===== src/rtl/core/slcan_pkg.sv =====
// ----------------------------------------------------------------------------
// SLCAN bridge package
// Shared constants and character helpers for the SLCAN ASCII bridge.
// ----------------------------------------------------------------------------
package slcan_pkg;

  localparam int unsigned LineDepth = 64;
  localparam int unsigned LineAw    = $clog2(LineDepth);

  localparam logic [1:0] ActHost = 2'd0;
  localparam logic [1:0] ActRx   = 2'd1;
  localparam logic [1:0] ActEcho = 2'd2;
  localparam logic [1:0] ActTick = 2'd3;

  localparam logic [7:0] ChCr   = 8'h0d;
  localparam logic [7:0] ChBell = 8'h07;

  localparam logic [28:0] StdIdMax = 29'h7ff;

  // Hex digit value of an ASCII character; anything else reads as zero.
  function automatic logic [3:0] hex_val(input logic [7:0] c);
    logic [3:0] v;
    v = 4'd0;
    if (c >= 8'h30 && c <= 8'h39) v = 4'(c - 8'h30);
    else if (c >= 8'h41 && c <= 8'h46) v = 4'(c - 8'h37);
    else if (c >= 8'h61 && c <= 8'h66) v = 4'(c - 8'h57);
    return v;
  endfunction

  // Upper-case ASCII hex digit.
  function automatic logic [7:0] hex_chr(input logic [3:0] v);
    return (v < 4'd10) ? (8'h30 + 8'(v)) : (8'h37 + 8'(v));
  endfunction

endpackage


===== src/rtl/core/slcan_ascii_can_bridge.sv =====
// ----------------------------------------------------------------------------
// SLCAN ASCII CAN bridge
// Line-based SLCAN command interpreter and CAN frame to text formatter.
// ----------------------------------------------------------------------------
//
//  channel | direction | handshake               | payload
//  --------+-----------+-------------------------+--------------------------------
//  input   | in        | in_valid_i/in_stall_o   | action, host byte, frame, stamp
//  output  | out       | out_valid_o/out_stall_i | char, tx frame, start, last
//
// An item is held in input registers and worked off by a small sequencer.
// A host byte other than CR is written to the line store. A CR first parses
// the line out of the line store, one character per cycle through the single
// read port, then decodes the command and emits its replies one per
// cycle while the output is not stalled. A received frame emits up to 31
// characters, one per cycle while the output is not stalled, from a shared
// nibble selector. Output results sit in one output register; a stall simply
// holds it. While a transmit frame waits at the output the input is stalled,
// since its fields are taken straight from the parse registers.
// Reset clears all control state and the line store contents read as zero
// through per-entry valid bits; the block takes items right after reset.

module slcan_ascii_can_bridge (
  input  logic        clk_i,
  input  logic        rst_ni,
  input  logic        in_valid_i,
  output logic        in_stall_o,
  input  logic [1:0]  action_i,
  input  logic [7:0]  host_char_i,
  input  logic        start_ok_i,
  input  logic [28:0] frame_id_i,
  input  logic        frame_ext_i,
  input  logic        frame_rtr_i,
  input  logic [3:0]  frame_dlc_i,
  input  logic [63:0] frame_data_i,
  input  logic [15:0] timestamp_ms_i,
  output logic        out_valid_o,
  input  logic        out_stall_i,
  output logic [7:0]  out_char_o,
  output logic        char_valid_o,
  output logic        tx_frame_valid_o,
  output logic [28:0] tx_id_o,
  output logic        tx_ext_o,
  output logic        tx_rtr_o,
  output logic [3:0]  tx_dlc_o,
  output logic [63:0] tx_data_o,
  output logic        start_request_o,
  output logic [3:0]  start_bitrate_o,
  output logic        last_o
);
  import slcan_pkg::*;

  typedef enum logic [2:0] {
    StIdle, StStore, StRead, StCmd, StEmit
  } state_e;

  // Reply kinds for the emit sequencer.
  typedef enum logic [2:0] {
    RpStr, RpRx, RpTx, RpStart
  } reply_e;

  state_e state_q;
  reply_e kind_q;

  logic [7:0]        mem_q [LineDepth];
  logic [LineDepth-1:0] vld_q;
  logic [LineAw-1:0] idx_q;
  logic [2:0]        idle_q;
  logic              open_q, txok_q, brset_q, ts_q;
  logic [3:0]        brc_q;

  // Latched item.
  logic [7:0]  hch_q;
  logic        sok_q;
  logic [28:0] fid_q;
  logic        fext_q, frtr_q;
  logic [3:0]  fdlc_q;
  logic [63:0] fdat_q;
  logic [15:0] fts_q;

  // Line read and parse state.
  logic [4:0]  rpos_q;
  logic [7:0]  rdat_q;
  logic [7:0]  c0_q, c1_q;
  logic [31:0] pid_q;
  logic [3:0]  pdlc_q;
  logic [63:0] pdat_q;

  // Emit sequencing: a string of up to 6 chars, or formatted frame text.
  logic [47:0] str_q;
  logic [2:0]  slen_q;
  logic [4:0]  epos_q;

  logic        ov_q;
  logic [7:0]  och_q;
  logic        ocv_q, otx_q, osr_q, olast_q;
  logic [3:0]  obr_q;

  assign in_stall_o      = (state_q != StIdle) || (ov_q && otx_q);
  assign out_valid_o     = ov_q;
  assign out_char_o      = och_q;
  assign char_valid_o    = ocv_q;
  assign tx_frame_valid_o = otx_q;
  assign tx_id_o         = otx_q ? pid_q[28:0] : 29'd0;
  assign tx_ext_o        = otx_q & (c0_q == "T" || c0_q == "R");
  assign tx_rtr_o        = otx_q & (c0_q == "r" || c0_q == "R");
  assign tx_dlc_o        = otx_q ? pdlc_q : 4'd0;
  assign tx_data_o       = otx_q ? pdat_q : 64'd0;
  assign start_request_o = osr_q;
  assign start_bitrate_o = osr_q ? obr_q : 4'd0;
  assign last_o          = olast_q;

  logic in_acc, out_free;
  assign in_acc   = in_valid_i && !in_stall_o;
  assign out_free = !ov_q || !out_stall_i;

  logic ext_cmd, rtr_cmd;
  assign ext_cmd = (c0_q == "T" || c0_q == "R");
  assign rtr_cmd = (c0_q == "r" || c0_q == "R");

  // Position of the dlc digit in the line.
  logic [4:0] dlc_pos;
  assign dlc_pos = ext_cmd ? 5'd9 : 5'd4;

  // Read position at which the parser stops. A frame line is read up to one
  // past the dlc digit; once the dlc is known the data digits are added.
  logic [4:0] need;
  always_comb begin
    need = 5'd2;
    if (c0_q inside {"t", "r", "T", "R"}) begin
      need = dlc_pos + 5'd2;
      if (!rtr_cmd && pdlc_q <= 4'd8 && rpos_q >= need)
        need = dlc_pos + 5'd1 + 5'({pdlc_q, 1'b0});
    end
  end

  // Decoded command: the reply it gives and whether it gives one at all.
  logic        id_ok;
  reply_e      cmd_kind;
  logic [47:0] cmd_str;
  logic [2:0]  cmd_slen;
  logic        cmd_reply;
  assign id_ok = ext_cmd ? (pid_q <= 32'h1fffffff) : (pid_q <= 32'(StdIdMax));

  always_comb begin
    cmd_kind  = RpStr;
    cmd_str   = {ChBell, 40'd0};
    cmd_slen  = 3'd1;
    cmd_reply = 1'b1;
    case (c0_q)
      "t", "r", "T", "R": begin
        if (txok_q && pdlc_q <= 4'd8 && id_ok) cmd_kind = RpTx;
      end
      "O": begin
        if (brset_q && !open_q) cmd_kind = RpStart;
      end
      "L", "l": begin
        if (brset_q && !open_q) cmd_str = {ChCr, 40'd0};
      end
      "C": begin
        if (open_q) cmd_str = {ChCr, 40'd0};
      end
      "F": begin
        cmd_str  = {"F00", ChCr, 16'd0};
        cmd_slen = 3'd4;
      end
      "S": begin
        if (!open_q && (c1_q inside {["0":"8"]})) cmd_str = {ChCr, 40'd0};
      end
      "U", "X": cmd_str = {ChCr, 40'd0};
      "P", "A", "W": cmd_str = {ChBell, 40'd0};
      "Z": begin
        if (!open_q && (c1_q inside {"0", "1"})) cmd_str = {ChCr, 40'd0};
      end
      "v", "V": begin
        cmd_str  = {"V1220", ChCr};
        cmd_slen = 3'd6;
      end
      "N": begin
        cmd_str  = {"N1234", ChCr};
        cmd_slen = 3'd6;
      end
      default: cmd_reply = 1'b0;
    endcase
  end

  // Received-frame text: character at position epos_q.
  logic [4:0] id_digits;
  logic [7:0] rx_ch;
  logic [4:0] dstart, tstart;
  logic [3:0] ndat;
  logic [4:0] rel;
  logic [3:0] nib;
  always_comb begin
    id_digits = fext_q ? 5'd8 : 5'd3;
    ndat      = frtr_q ? 4'd0 : ((fdlc_q > 4'd8) ? 4'd8 : fdlc_q);
    dstart    = id_digits + 5'd2;
    tstart    = dstart + 5'({ndat, 1'b0});
    rel       = 5'd0;
    nib       = 4'd0;
    rx_ch     = ChCr;
    if (epos_q == 5'd0) begin
      rx_ch = fext_q ? (frtr_q ? "R" : "T") : (frtr_q ? "r" : "t");
    end else if (epos_q <= id_digits) begin
      rel = id_digits - epos_q;
      nib = 4'(fid_q >> {rel[2:0], 2'b00});
      rx_ch = hex_chr(nib);
    end else if (epos_q == id_digits + 5'd1) begin
      rx_ch = hex_chr(fdlc_q);
    end else if (epos_q < tstart) begin
      rel = epos_q - dstart;
      nib = 4'(fdat_q >> {rel[3:1], !rel[0], 2'b00});
      rx_ch = hex_chr(nib);
    end else if (ts_q && epos_q < tstart + 5'd4) begin
      rel = 5'd3 - (epos_q - tstart);
      nib = 4'(fts_q >> {rel[1:0], 2'b00});
      rx_ch = hex_chr(nib);
    end
  end

  logic [LineAw-1:0] cr_next;
  assign cr_next = idx_q + LineAw'(1);

  always_ff @(posedge clk_i) begin
    rdat_q <= vld_q[LineAw'(rpos_q)] ? mem_q[LineAw'(rpos_q)] : 8'd0;
    if (state_q == StStore) begin
      mem_q[idx_q] <= hch_q;
    end else if (state_q == StCmd && idx_q != LineAw'(LineDepth - 1)) begin
      mem_q[cr_next] <= 8'd0;
    end
  end

  always_ff @(posedge clk_i or negedge rst_ni) begin
    if (!rst_ni) begin
      state_q <= StIdle;
      kind_q  <= RpStr;
      vld_q   <= '0;
      idx_q   <= '0;
      idle_q  <= '0;
      open_q  <= 1'b0;
      txok_q  <= 1'b0;
      brset_q <= 1'b0;
      ts_q    <= 1'b0;
      brc_q   <= '0;
      ov_q    <= 1'b0;
      ocv_q   <= 1'b0;
      otx_q   <= 1'b0;
      osr_q   <= 1'b0;
      olast_q <= 1'b0;
      rpos_q  <= '0;
      epos_q  <= '0;
    end else begin
      if (state_q == StEmit && out_free) ov_q <= 1'b1;
      else if (!out_stall_i) ov_q <= 1'b0;
      case (state_q)
        StIdle: begin
          if (in_acc) begin
            hch_q <= host_char_i; sok_q <= start_ok_i;
            fid_q <= frame_id_i; fext_q <= frame_ext_i; frtr_q <= frame_rtr_i;
            fdlc_q <= frame_dlc_i; fdat_q <= frame_data_i;
            fts_q <= timestamp_ms_i;
            epos_q <= '0;
            case (action_i)
              ActHost: begin
                if (idle_q > 3'd5) idx_q <= '0;
                idle_q  <= '0;
                state_q <= StStore;
              end
              ActRx: begin
                if (open_q) begin
                  kind_q  <= RpRx;
                  state_q <= StEmit;
                end
              end
              ActEcho: begin
                str_q   <= {(frame_ext_i ? "Z" : "z"), ChCr, 32'd0};
                slen_q  <= 3'd2;
                kind_q  <= RpStr;
                state_q <= StEmit;
              end
              default: begin
                if (idle_q < 3'd6) idle_q <= idle_q + 3'd1;
              end
            endcase
          end
        end
        StStore: begin
          vld_q[idx_q] <= 1'b1;
          if (hch_q == ChCr) begin
            rpos_q  <= '0;
            pid_q   <= '0;
            pdlc_q  <= '0;
            pdat_q  <= '0;
            state_q <= StRead;
          end else begin
            idx_q   <= idx_q + LineAw'(1);
            state_q <= StIdle;
          end
        end
        StRead: begin
          // rdat_q holds the character at rpos_q - 1 from the prior cycle.
          if (rpos_q != 5'd0) begin
            if (rpos_q == 5'd1) c0_q <= rdat_q;
            else if (rpos_q == 5'd2) c1_q <= rdat_q;
            if (rpos_q >= 5'd2 && rpos_q <= dlc_pos) begin
              pid_q <= {pid_q[27:0], hex_val(rdat_q)};
            end else if (rpos_q == dlc_pos + 5'd1) begin
              pdlc_q <= hex_val(rdat_q);
            end else if (rpos_q > dlc_pos + 5'd1 && !rtr_cmd &&
                         rpos_q <= dlc_pos + 5'd1 + 5'({pdlc_q, 1'b0})) begin
              pdat_q <= pdat_q | (64'(hex_val(rdat_q)) <<
                {rpos_q - dlc_pos - 5'd2 ^ 5'd1, 2'b00});
            end
          end
          if (rpos_q != 5'd0 && rpos_q >= need) begin
            state_q <= StCmd;
          end else begin
            rpos_q <= rpos_q + 5'd1;
          end
          if (rpos_q == 5'd1) c1_q <= 8'd0;
        end
        StCmd: begin
          if (idx_q != LineAw'(LineDepth - 1)) vld_q[cr_next] <= 1'b1;
          idx_q   <= '0;
          kind_q  <= cmd_kind;
          slen_q  <= cmd_slen;
          str_q   <= cmd_str;
          state_q <= cmd_reply ? StEmit : StIdle;
          case (c0_q)
            "O": begin
              if (brset_q && !open_q && sok_q) begin
                open_q <= 1'b1;
                txok_q <= 1'b1;
              end
            end
            "L", "l": begin
              if (brset_q && !open_q) begin
                open_q <= 1'b1;
                txok_q <= (c0_q == "l");
              end
            end
            "C": begin
              if (open_q) begin
                open_q <= 1'b0; txok_q <= 1'b0; brc_q <= '0;
                ts_q <= 1'b0; brset_q <= 1'b0;
              end
            end
            "S": begin
              if (!open_q && (c1_q inside {["0":"8"]})) begin
                brset_q <= 1'b1;
                brc_q   <= 4'(c1_q - "0");
              end
            end
            "Z": begin
              if (!open_q && (c1_q inside {"0", "1"})) ts_q <= c1_q[0];
            end
            default: ;
          endcase
        end
        StEmit: begin
          if (out_free) begin
            case (kind_q)
              RpRx: begin
                och_q   <= rx_ch;
                ocv_q   <= 1'b1;
                otx_q   <= 1'b0;
                osr_q   <= 1'b0;
                olast_q <= (rx_ch == ChCr) && (epos_q != 5'd0);
                epos_q  <= epos_q + 5'd1;
                if ((rx_ch == ChCr) && (epos_q != 5'd0)) state_q <= StIdle;
              end
              RpTx: begin
                och_q <= 8'd0; ocv_q <= 1'b0; otx_q <= 1'b1; osr_q <= 1'b0;
                olast_q <= 1'b1;
                state_q <= StIdle;
              end
              RpStart: begin
                och_q <= sok_q ? ChCr : ChBell; ocv_q <= 1'b1; otx_q <= 1'b0;
                osr_q <= 1'b1; obr_q <= brc_q; olast_q <= 1'b1;
                state_q <= StIdle;
              end
              default: begin
                och_q   <= str_q[47:40];
                ocv_q   <= 1'b1;
                otx_q   <= 1'b0;
                osr_q   <= 1'b0;
                str_q   <= {str_q[39:0], 8'd0};
                slen_q  <= slen_q - 3'd1;
                olast_q <= (slen_q == 3'd1);
                if (slen_q == 3'd1) state_q <= StIdle;
              end
            endcase
          end
        end
        default: state_q <= StIdle;
      endcase
    end
  end

`ifndef SYNTH
  a_busy: assert property (@(posedge clk_i) disable iff (!rst_ni)
    ov_q && out_stall_i |=> ov_q) else $error("result dropped");
  a_stall: assert property (@(posedge clk_i) disable iff (!rst_ni)
    state_q == StEmit |-> in_stall_o) else $error("accept while busy");
  a_one: assert property (@(posedge clk_i) disable iff (!rst_ni)
    ov_q |-> !(otx_q && ocv_q)) else $error("frame with char");
`endif

endmodule


===== config.mk =====
export PLATFORM = sky130hd
export DESIGN_NAME = slcan_ascii_can_bridge
export DESIGN_NICKNAME = d
export VERILOG_FILES = /design/src/rtl/core/slcan_pkg.sv /design/src/rtl/core/slcan_ascii_can_bridge.sv
export SDC_FILE = /design/constraint.sdc
export NUM_CORES = 1
export LEC_CHECK = 0
export ABC_AREA = 1
export BUFFER_PORTS_ARGS = -buffer_cell sky130_fd_sc_hd__buf_2
export CELL_PAD_IN_SITES_DETAIL_PLACEMENT = 0
export CELL_PAD_IN_SITES_GLOBAL_PLACEMENT = 1
export CORE_MARGIN = 8
export CORE_UTILIZATION = 40
export CTS_CLUSTER_SIZE = 40
export DETAILED_ROUTE_END_ITERATION = 6
export PLACE_DENSITY = 0.78
export SKIP_LAST_GASP = 1
export SLEW_MARGIN = 25
export SYNTH_ARGS = -nofsm -noshare
export SYNTH_HDL_FRONTEND = slang
export SYNTH_SLANG_ARGS = --single-unit

===== constraint.sdc =====
create_clock -name clk_i -period 11.4 [get_ports clk_i]
set_clock_uncertainty 0.15 [all_clocks]
set_input_delay 0 -clock clk_i [delete_from_list [all_inputs] [get_ports clk_i]]
set_output_delay 0 -clock clk_i [all_outputs]
set_load 0.01 [all_outputs]

==> flow_summary_export.csv <==
group,metric,value,unit
final_layout,final_common_cell,"edfxtp_1",
timing,finalSetupViolCount,0,
detailed_routing,drc,0,
run_status,status,"finished, violations left",
timing,final_max_slew_viol_count,0,
timing,max_freq,0.185,GHz
placement,port_buffers,245,
power_and_ir_drop,p_per_area,191,nW/um^2
setup_path,arrival,5.70,ns
power_and_ir_drop,vdd_drop_max,0.133,mV
detailed_routing,wl_met3,4360,um
placement,preCtsSetupSlack,6.06,ns
grt,first_global_vias,22900,
clock_tree,clock-sinks,610,
detailed_routing,top_layer_used,"met4",
setup_path,critPathMostFrequentCell,"nor2_1",
power_and_ir_drop,power.share.clock,0.313,
detailed_routing,firstDrtPassIters,7,
setup_path,timing_worst_setup_path_type,"flop to flop",
timing,period_share,0.474,
synth,synth_cells,2757,
detailed_routing,drt-initial-drc-count,2034,
setup_path,slowest_stage,"edfxtp_1",
detailed_routing,ant_nets,0,
timing,setup_ws,5.99,ns
synth,ys_types,59,
floorplanning,rows,97,
timing,whs,-0.00120,ns
detailed_routing,wl_per_cell,19.3,um
grt,overflow,0,
power_and_ir_drop,leakagePower,14.8,nW
final_layout,drive_gt1_frac,0.131,
clock_tree,cts_buffers,67,
setup_path,cp_max_fo,8,
clock_tree,ctsResizeCount,0,
placement,routabilityCongestion,0.891,
synth,synth_top_area_share,0.570,
timing,slew-limit-headroom,0.280,
timing,rsz0062_at_grt,"false",
detailed_routing,wl,81600,um
synth,yosys-top-cells-area,"edfxtp_1, dfrtp_1, nand2_1",
floorplanning,start_util,0.403,
clock_tree,insertion_delay,0.60,ns
synth,ys_async_sr_fraction,0.113,
synth,yosysWarnings,0,
timing,min_period,5.41,ns
final_layout,n_fill_cell,6106,
final_layout,nNetsFinal,3436,
timing,worst_pin_slew,1.08,ns
power_and_ir_drop,seqPwrFrac,0.414,
final_layout,final_cell_mix,"edfxtp_1, nand2_1, nor2_1",
power_and_ir_drop,pwr-share-comb,0.273,
power_and_ir_drop,power.internal,4.43,mW
grt,grt_max_degree,104,
synth,ys_seq_elements,610,
placement,dpl.hpwl,51000,um
synth,syn_area_per_cell,10.2,sq um
floorplanning,die-area,79000,sq um
clock_tree,cts_tree,"built",
detailed_routing,wl_met2,41300,um
final_layout,fin_cells,4237,
timing,hold_viol,1,
synth,synth.net_count,2952,
detailed_routing,via_count,22200,
floorplanning,ios,247,
floorplanning,coreArea,69800,sq um
detailed_routing,wl_met1,32500,um
clock_tree,htreeDepth,3,
power_and_ir_drop,power.switching,2.23,mW
synth,synth_seq_area_share,0.637,
synth,syn_area,28100,sq um
placement,dp.cells,3863,
setup_path,cp-end-kind,"flop",
flow_run,drv_cap,0,
worst_hold_path,hold_path.class,"primary input to async pin",
floorplanning,die_h,281,um
setup_path,cp.required,11.69,ns
synth,ys.flop_type,"edfxtp_1",
run_status,violations,"negative hold slack",
timing,tns,0,ns
grt,grt_pass1_wl,126000,um
synth,yosysTopAreaCell,"edfxtp_1",
synth,synth_edf_count,533,
detailed_routing,viasPerCell,5.24,
clock_tree,clkTransAtPathRegs,0.06,ns
grt,gr-usage-all-layers,0.201,
setup_path,start_kind,"flop",
grt,antenna_found_initial,6,
final_layout,area_growth,24.3,%
clock_tree,cts_root_buffer,"clkbuf_16",
floorplanning,fp.dieW,281,um
setup_path,crit_path_max_incr_delay,0.45,ns
clock_tree,cts_max_path_buffers,3,
power_and_ir_drop,p_sw_frac,0.335,
==> final cells by class <==
class	count	area [sq um]	area share
clock buffer	91	1850	0.0529
timing repair buffer	525	3960	0.113
tap	940	1180	0.0337
inverter	373	1400	0.0402
sequential	610	17900	0.512
antenna	7	17.5	0.000501
clock inverter	27	230	0.00659
multi-input combinational	1664	8400	0.241
==> through the flow <==
stage	utilization	instance area (sq um)	hold slack, ns	power, mW
global route	0.501	34900	0.0257	7.00
global placement	0.435	30300	-0.285	4.42
finish	0.501	34900	-0.00120	6.66
CTS	0.500	34900	0.000189	6.61
floorplan	-	28100	-0.446	3.99
detailed placement	0.435	30300	-0.280	4.47
==> metal layers <==
metal / track usage / vias to the layer above
met5: 0 / -
met4: 0.0929 / 0
met3: 0.0285 / 228
met2: 0.354 / 768
met1: 0.243 / 10900
li1: - / 10300
==> path summary, 6_finish.rpt <==
path / start / endpoint / slack [ns] / depth (start not counted)
max in group asynchronous: rst_ni / tx_frame_valid_o$_DFFE_PN0P_ / 10.27 / 3
min reg2reg: brc_q[1]$_DFFE_PN0P_ / obr_q[1]$_DFFE_PP_ / 0.30 / 0
max: c0_q[0]$_DFFE_PP_ / rpos_q[3]$_DFFE_PN0P_ / 5.99 / 30
min in group clk_i: frame_dlc_i[0] / fdlc_q[0]$_DFFE_PP_ / 0.03 / 2
min: rst_ni / kind_q[1]$_DFFE_PN0P_ / -0.001 / 3
max reg2reg: c0_q[0]$_DFFE_PP_ / rpos_q[3]$_DFFE_PN0P_ / 5.99 / 30
==> cells in the mapped netlist (13+ instances only) <==
master    count
a21oi_1     135
clkbuf_1     86
dfrtp_1      69
edfxtp_1    533
ha_1         61
inv_1       358
nand2_1     433
nand3_1      91
nand4_1      13
nor2_1      432
nor3_1       30
nor4_1       14
o21ai_0     245
o221ai_1     25
o22ai_1      52
==> state kept, by name, indices dropped and copies added, names as in the netlist, 8 cells and up <==
| signal | cells |
|---|---|
| mem_q | 256 |
| str_q | 23 |
| fts_q | 16 |
| fdat_q | 64 |
| pid_q | 32 |
| c0_q | 8 |
| rdat_q | 8 |
| pdat_q | 64 |
| hch_q | 8 |
| vld_q | 32 |
| c1_q | 8 |
| fid_q | 29 |
==> what timing repair did <==
| action | in CTS | in global routing |
|---|---|---|
| endpoints found under the setup margin | 0 | 0 |
| endpoints found under the hold margin | 215 | 0 |
| buffers inserted | 0 | 0 |
| hold buffers | 249 | 0 |
==> cell families after synthesis <==
logic type	share of synthesized area
and+or+nand+nor	0.152
DFF	0.637
AOI/OAI and AO/OA	0.107
buffers and inverters	0.0663
adders and majority gates	0.0300
xor gates and xnor gates	0.00708
muxes	0.000712
other	0.000133
==> power by group through the flow <==
| stage | logic (mW) | clock network [mW] | registers (mW) |
|---|---|---|---|
| 3_5_place_dp | 1.67 | 0 | 2.80 |
| 2_1_floorplan | 1.21 | 0 | 2.77 |
| 6_report | 1.82 | 2.09 | 2.76 |
| 5_1_grt | 2.02 | 2.20 | 2.77 |
| 3_3_place_gp | 1.63 | 0 | 2.79 |
| 4_1_cts | 1.75 | 2.11 | 2.75 |
==> worst max-delay path, delay by kind of cell (launching register included) <==
kind,cells,cell delay (ns)
AND/OR/NAND/NOR,15,2.22
AO/OA/AOI/OAI,6,0.93
buffers and inverters,6,0.74
XOR/XNOR,1,0.15
adder cells (fa/ha/maj),2,0.62
flip-flops,1,0.45
Power figures use the tool's default switching activity.
